<file path="config.mk">
export PLATFORM = sky130hd
export DESIGN_NAME = utf8_to_utf16_newline_normalizer
export DESIGN_NICKNAME = d
export VERILOG_FILES = /design/src/design/u8u16_pkg.sv /design/src/design/u8u16_decode.sv /design/src/design/u8u16_queue.sv /design/src/design/utf8_to_utf16_newline_normalizer.sv
export SDC_FILE = /design/constraint.sdc
export NUM_CORES = 1
export LEC_CHECK = 0
export BUFFER_PORTS_ARGS = -buffer_cell sky130_fd_sc_hd__buf_2
export CORE_UTILIZATION = 45
export DETAILED_ROUTE_END_ITERATION = 10
export GPL_ROUTABILITY_DRIVEN = 0
export PLACE_DENSITY = 0.59
export SETUP_SLACK_MARGIN = 0.15
export SKIP_LAST_GASP = 1
export SLEW_MARGIN = 10
export SYNTH_ARGS = -nofsm -noshare
export SYNTH_HDL_FRONTEND = slang
export SYNTH_SLANG_ARGS = --single-unit
</file>
<file path="constraint.sdc">
create_clock -name clock -period 3.5 [get_ports clock]
set_input_delay 0.175 -clock clock [delete_from_list [all_inputs] [get_ports clock]]
set_output_delay 0.175 -clock clock [all_outputs]
set_load 0.03 [all_outputs]
</file>
<file path="src/design/u8u16_pkg.sv">
// ----------------------------------------------------------------------------
// u8u16_pkg
// Shared types and constants for the UTF-8 to UTF-16 newline normaliser.
// ----------------------------------------------------------------------------
package u8u16_pkg;

   localparam int unsigned BYTE_W  = 8;
   localparam int unsigned UNIT_W  = 16;
   localparam int unsigned POINT_W = 21;
   localparam int unsigned DUE_W   = 2;

   // Result queue: two slots must be free before a byte is taken.
   localparam int unsigned QUEUE_DEPTH = 4;
   localparam int unsigned QUEUE_AW    = $clog2(QUEUE_DEPTH);
   localparam int unsigned QUEUE_CW    = QUEUE_AW + 1;

   localparam logic [BYTE_W-1:0]  BYTE_LF     = 8'h0a;
   localparam logic [BYTE_W-1:0]  BYTE_CR     = 8'h0d;
   localparam logic [UNIT_W-1:0]  UNIT_LF     = 16'h000a;
   localparam logic [UNIT_W-1:0]  HIGH_BASE   = 16'hd800;
   localparam logic [5:0]         LOW_PREFIX  = 6'b110111;
   localparam logic [POINT_W-1:0] PLANE1_BASE = 21'h010000;

   typedef struct packed {
      logic [POINT_W-1:0] partial_point;
      logic [DUE_W-1:0]   bytes_due;
      logic               after_cr;
   } dec_state_type;

   typedef struct packed {
      logic [1:0]        count;   // units produced by one byte, 0 to 2
      logic [UNIT_W-1:0] unit0;
      logic              last0;
      logic [UNIT_W-1:0] unit1;
   } unit_pair_type;

endpackage

</file>
<file path="src/design/u8u16_decode.sv">
// ----------------------------------------------------------------------------
// u8u16_decode
// Per-byte decode step: next decoder state and the code units this byte
// produces.
// ----------------------------------------------------------------------------
module u8u16_decode (
   input  u8u16_pkg::dec_state_type          state_cur,
   input  logic [u8u16_pkg::BYTE_W-1:0]      in_byte,
   input  logic                              text_end,
   output u8u16_pkg::dec_state_type          state_nxt,
   output u8u16_pkg::unit_pair_type          units
);

   logic [u8u16_pkg::POINT_W-1:0] point_ext;
   logic [u8u16_pkg::POINT_W-1:0] point_off;
   logic [u8u16_pkg::UNIT_W-1:0]  high_unit;
   logic [u8u16_pkg::UNIT_W-1:0]  low_unit;

   // Append six payload bits of a continuation byte.
   assign point_ext = {state_cur.partial_point[u8u16_pkg::POINT_W-7:0], in_byte[5:0]};
   assign point_off = point_ext - u8u16_pkg::PLANE1_BASE;
   assign high_unit = u8u16_pkg::HIGH_BASE
                    + {5'b0, point_off[u8u16_pkg::POINT_W-1:10]};
   assign low_unit  = {u8u16_pkg::LOW_PREFIX, point_off[9:0]};

   always_comb begin
      state_nxt   = state_cur;
      units.count = 2'd0;
      units.unit0 = '0;
      units.last0 = 1'b1;
      units.unit1 = low_unit;

      if (state_cur.bytes_due != '0) begin
         state_nxt.partial_point = point_ext;
         state_nxt.bytes_due     = state_cur.bytes_due - 1'b1;
         if (state_cur.bytes_due == 2'd1) begin
            if (point_ext[u8u16_pkg::POINT_W-1:u8u16_pkg::UNIT_W] == '0) begin
               units.count = 2'd1;
               units.unit0 = point_ext[u8u16_pkg::UNIT_W-1:0];
            end else begin
               units.count = 2'd2;
               units.unit0 = high_unit;
               units.last0 = 1'b0;
            end
         end
      end else if (state_cur.after_cr && in_byte == u8u16_pkg::BYTE_LF) begin
         // drop the LF of a CR LF pair
         state_nxt.after_cr = 1'b0;
      end else if (in_byte == u8u16_pkg::BYTE_CR) begin
         state_nxt.after_cr = 1'b1;
         units.count        = 2'd1;
         units.unit0        = u8u16_pkg::UNIT_LF;
      end else begin
         state_nxt.after_cr = 1'b0;
         if (!in_byte[7]) begin
            units.count = 2'd1;
            units.unit0 = {8'b0, in_byte};
         end else if (in_byte[7:5] == 3'b110) begin
            state_nxt.partial_point = {16'b0, in_byte[4:0]};
            state_nxt.bytes_due     = 2'd1;
         end else if (in_byte[7:4] == 4'b1110) begin
            state_nxt.partial_point = {17'b0, in_byte[3:0]};
            state_nxt.bytes_due     = 2'd2;
         end else begin
            state_nxt.partial_point = {18'b0, in_byte[2:0]};
            state_nxt.bytes_due     = 2'd3;
         end
      end

      if (text_end) begin
         state_nxt = '0;
      end
   end

endmodule

</file>
<file path="src/design/u8u16_queue.sv">
// ----------------------------------------------------------------------------
// u8u16_queue
// Small result queue: takes up to two code units per cycle, gives one unless out_stall.
// ----------------------------------------------------------------------------
module u8u16_queue (
   input  logic                              clock,
   input  logic                              reset,
   input  logic                              push_valid,
   input  u8u16_pkg::unit_pair_type          push_units,
   output logic                              room_low,
   output logic                              out_valid,
   input  logic                              out_stall,
   output logic [u8u16_pkg::UNIT_W-1:0]      out_unit,
   output logic                              out_last
);

   logic [u8u16_pkg::UNIT_W:0]     slot_ff [u8u16_pkg::QUEUE_DEPTH];
   logic [u8u16_pkg::QUEUE_AW-1:0] wr_ptr_ff, wr_ptr_in;
   logic [u8u16_pkg::QUEUE_AW-1:0] rd_ptr_ff, rd_ptr_in;
   logic [u8u16_pkg::QUEUE_CW-1:0] count_ff, count_in;
   logic [u8u16_pkg::QUEUE_AW-1:0] wr_next;
   logic [1:0]                     push_n;
   logic                           pop;

   assign push_n  = push_valid ? push_units.count : 2'd0;
   assign pop     = out_valid && !out_stall;
   assign wr_next = u8u16_pkg::QUEUE_AW'(wr_ptr_ff + 1'b1);

   assign out_valid = (count_ff != '0);
   assign out_unit  = slot_ff[rd_ptr_ff][u8u16_pkg::UNIT_W:1];
   assign out_last  = slot_ff[rd_ptr_ff][0];
   // hold off the producer unless two slots are free
   assign room_low  = (count_ff > u8u16_pkg::QUEUE_CW'(u8u16_pkg::QUEUE_DEPTH - 2));

   always_comb begin
      wr_ptr_in = u8u16_pkg::QUEUE_AW'(wr_ptr_ff + push_n);
      rd_ptr_in = pop ? u8u16_pkg::QUEUE_AW'(rd_ptr_ff + 1'b1) : rd_ptr_ff;
      count_in  = u8u16_pkg::QUEUE_CW'(count_ff + push_n - {2'b0, pop});
   end

   always_ff @(posedge clock) begin
      if (reset) begin
         wr_ptr_ff <= '0;
         rd_ptr_ff <= '0;
         count_ff  <= '0;
      end else begin
         wr_ptr_ff <= wr_ptr_in;
         rd_ptr_ff <= rd_ptr_in;
         count_ff  <= count_in;
      end
   end

   always_ff @(posedge clock) begin
      if (push_n != 2'd0) begin
         slot_ff[wr_ptr_ff] <= {push_units.unit0, push_units.last0};
      end
      if (push_n == 2'd2) begin
         slot_ff[wr_next] <= {push_units.unit1, 1'b1};
      end
   end

endmodule

</file>
<file path="src/design/utf8_to_utf16_newline_normalizer.sv">
// ----------------------------------------------------------------------------
// utf8_to_utf16_newline_normalizer
// Transcodes a UTF-8 byte stream into UTF-16 code units, turning CR into LF
// and dropping the LF of a CR LF pair.
// ----------------------------------------------------------------------------
//
//  channel  direction  payload                       transfer when
//  req      in         req_in_byte, req_text_end     req_valid && !req_stall
//  rsp      out        rsp_code_unit, rsp_run_last   rsp_valid && !rsp_stall
//
//  One byte per cycle while req_stall is low: each byte is decoded in the
//  cycle it transfers, its zero to two code units land in a four-slot
//  result queue, and a result is registered there before it can leave.
//  req_stall rises while fewer than two queue slots are free, so the input
//  slows only once rsp_stall has let the queue back up; with the consumer
//  always ready the input never stalls.
//  Reset is synchronous, clears the decoder state and empties the queue.
//
module utf8_to_utf16_newline_normalizer (
   input  logic                              clock,
   input  logic                              reset,
   input  logic                              req_valid,
   output logic                              req_stall,
   input  logic [u8u16_pkg::BYTE_W-1:0]      req_in_byte,
   input  logic                              req_text_end,
   output logic                              rsp_valid,
   input  logic                              rsp_stall,
   output logic [u8u16_pkg::UNIT_W-1:0]      rsp_code_unit,
   output logic                              rsp_run_last
);

   u8u16_pkg::dec_state_type state_ff, state_in, state_calc;
   u8u16_pkg::unit_pair_type units;
   logic                     req_xfer;
   logic                     room_low;

   assign req_stall = room_low;
   assign req_xfer  = req_valid && !req_stall;

   // Decode the incoming byte against the current partial character.
   u8u16_decode u_decode (
      .state_cur (state_ff),
      .in_byte   (req_in_byte),
      .text_end  (req_text_end),
      .state_nxt (state_calc),
      .units     (units)
   );

   // Advance the decoder state only on an input transfer.
   assign state_in = req_xfer ? state_calc : state_ff;

   always_ff @(posedge clock) begin
      if (reset) begin
         state_ff <= '0;
      end else begin
         state_ff <= state_in;
      end
   end

   // Hold results here until the consumer takes them.
   u8u16_queue u_queue (
      .clock      (clock),
      .reset      (reset),
      .push_valid (req_xfer),
      .push_units (units),
      .room_low   (room_low),
      .out_valid  (rsp_valid),
      .out_stall  (rsp_stall),
      .out_unit   (rsp_code_unit),
      .out_last   (rsp_run_last)
   );

endmodule

</file>
==> results.md <==
* Post-synth EDFFs at 40
* DP Cell Count at 586
* Nets at 480
* Setup TNS at 0 ps
* Via Count at 3701
* Initial antenna violation count at 0
* CTS clk-pin slew, worst paths at 90 ps
* Seq/Total Area, Yosys at 48.0%
* Root buf cell: clkbuf_8
* TritonCTS clock tree: yes
* Ys Warns at 0
* Worst Path Max Fanout at 11
* Status: complete, no violations
* Worst-path cell with the longest stage delay: nor2_1
* Detailed placement HPWL at 8590 um
* Data arrival, critical path at 2740 ps
* Num Clock Sinks at 95
* Starting Density at 46.4%
* Critical setup path kind: flop to flop
* Synth cell count leaders: dfxtp_1, a21oi_1, edfxtp_1
* Max Cap Viol at 0
* I/O Buffers at 31
* Rel. slew slack at 34.3%
* ANT cells at 0
* Area delta synth->final at 10.4%
* FF+latch area at 2300 sq um
* DIE AREA at 11100 sq um
* Core ar. at 10300 sq um
* Final wirelength at 12300 um
* Placed Area at 5060 sq um
* Top cells by area, synth: edfxtp_1, dfxtp_1, mux4_2
* Routed Antenna Nets at 0
* Area of the multi-input gates at 2300 sq um
* PnR worst setup slack at 998 ps
* Worst EP required at 3730 ps
* Count of final setup violators at 0
* Max clock buf depth at 2
* First-pass GRT wire length at 19900 um
* Period utilization at 71.5%
* Syn_nets at 461
* Wire length per cell at 20.4 um
* Hold Path Class: input port to flop
* Leak at 1.91 nW
* Die width at 105 um
* CTS Hold Bufs at 0
* WHS Path Cells at 4
* DRC errors left at 0
* Synth async-reset ratio at 0%
* Kind of end point of the critical path: flop
* Vias in the first global route at 3591
* GR Util All Layers at 23.7%
* Ys flop type: dfxtp_1
* Peak VDD IR at 0.000340 V
* Post-CTS Setup Inserts at 0
* Grt total ovfl at 0
* Max Fclk at 0.400 GHz
* Worst Clk Skew at 4.96 ps
* Largest net degree at the start of global routing at 27
* CTS buffer count at 9
* #FFs+latches synth at 95
* Cells after Synth at 442
* Fill cells at 928
* Slew @ Worst Pin at 982 ps
* R2R cell count at 6
* Rows at 37
* Final hold vios at 0
* Mean Syn Cell Area at 10.8 sq um
* Placement Setup Slack at 1020 ps
* Die Ht at 105 um
* Final core utilization at 51.3%
* Worst stage delay on the critical path at 830 ps
* Clock H-tree levels at 3
* RSZ-0062 raised after global routing: false
* Pwr/cell area at 556 nW/um^2
* Ratio of cells with drive above 1 in the final layout at 19.1%
* Mapped Area at 4790 sq um
* Largest area contributor in the netlist: edfxtp_1
* Area share of the largest cell type after synthesis at 25.1%
* Io pins at 32
* Clock Latency Late Sink at 370 ps
* First drt pass iteration count at 6
* Most common cell in the netlist: dfxtp_1
* Worst setup SP type: flop
* Post-route minimum period at 2500 ps
* Final Max Tran Viols at 0
* DR vias/cell at 6.15
* Cell area after layout at 5290 sq um
* Iter 0 DRT Violations at 267
* Post-cts gate resize count at 0
* CP cell instances: inv_1 -> ha_1 -> or4b_1 -> nand2_1 -> nor2_1 -> a22o_1
* Post-Layout Cell Count at 602
* Unique masters post-synth at 51
## critical path: cells and delay by family, from the launching register on
| family | cells | cell delay [ps] |
|---|---|---|
| AOI/OAI and AO/OA | 1 | 300 |
| adders and majority gates | 1 | 230 |
| buffers and inverters | 1 | 50 |
| DFF | 1 | 370 |
| and+or+nand+nor | 3 | 1410 |
## cell type report
class,count,area share [%]
Clock buffer,13,3.59
Clock inverter,3,0.827
Inverter,12,0.851
Multi-Input combinational cell,300,43.4
Sequential cell,95,43.5
Tap cell,136,3.22
Timing Repair Buffer,43,4.63
## cell usage in the layout, fill, tap and decap left out, types with 2 or more instances in the layout
cell type | netlist | routed
edfxtp_1 | 40 | 40
nor3_1 | 5 | 5
mux2i_1 | 17 | 17
or4_1 | 3 | 3
o311a_1 | 2 | 2
nor3_2 | 3 | 3
o211ai_1 | 6 | 6
nor2b_1 | 9 | 9
nor4b_1 | 2 | 2
clkbuf_8 | 0 | 12
nand3_1 | 27 | 27
xor2_1 | 2 | 2
o2111ai_1 | 2 | 2
buf_4 | 1 | 12
nand4b_1 | 3 | 3
xnor2_1 | 5 | 5
a21oi_1 | 40 | 40
dfxtp_1 | 55 | 55
inv_1 | 12 | 12
a221o_1 | 9 | 9
or3_1 | 5 | 5
buf_2 | 7 | 31
nor3b_1 | 3 | 3
o21ai_2 | 4 | 4
a22o_1 | 32 | 32
nand2_1 | 26 | 26
and3_1 | 3 | 3
o21ai_0 | 19 | 19
nor2_1 | 21 | 20
and2_1 | 4 | 4
mux4_2 | 17 | 17
ha_1 | 5 | 5
nor4b_2 | 2 | 2
o31ai_1 | 6 | 6
nand2b_1 | 3 | 3
o2bb2ai_1 | 3 | 3
## kinds of logic after synthesis
| group | synth area share [%] |
|---|---|
| AOI/OAI and AO/OA | 18.8 |
| xor gates and xnor gates | 1.28 |
| adders and majority gates | 1.72 |
| buffers and inverters | 4.12 |
| DFF | 48.0 |
| muxes | 11.5 |
| and+or+nand+nor | 14.5 |
## final timing paths
check | slack [ps] | to | startpoint
max reg2reg | 1000 | u_queue.slot_ff[0][6]$_DFFE_PP_ | state_ff[13]$_SDFFE_PP0P_
min reg2reg | 480 | state_ff[14]$_SDFFE_PP0P_ | state_ff[14]$_SDFFE_PP0P_
max | 1000 | u_queue.slot_ff[0][6]$_DFFE_PP_ | state_ff[13]$_SDFFE_PP0P_
min | 150 | u_queue.rd_ptr_ff[1]$_SDFFE_PP0P_ | rsp_stall
## power breakdown
part	internal (W)	switching, W
logic	0.000310	0.000512
registers	0.00123	0.0000654
clock network	0.000434	0.000389
total	0.00197	0.000966
## registers in the layout (all words and copies together), names as in the netlist, named ones only
name and count:
state_ff 18, u_queue.count_ff 3, u_queue.rd_ptr_ff 2, u_queue.slot_ff 68, u_queue.wr_ptr_ff 2
## metal layers
metal  routed length, um  GRT usage, %  part of all wire (%)  up-vias
met2                5560          36.0                    45      129
met5                   0             0                     0        -
met4                 396          10.6                   3.2        0
met3                 610          4.24                   5.0       32
li1                    -             -                     -     1737
met1                5730          33.0                    47     1803
## through the flow
step / power (W) / hold WS (ps)
after floorplan: 0.00193 / 348
after global placement: 0.00214 / 456
after detailed placement: 0.00215 / 463
after CTS: 0.00296 / 147
after global routing: 0.00308 / 171
final: 0.00294 / 152
Note: power is estimated with default switching activity, not from simulation.
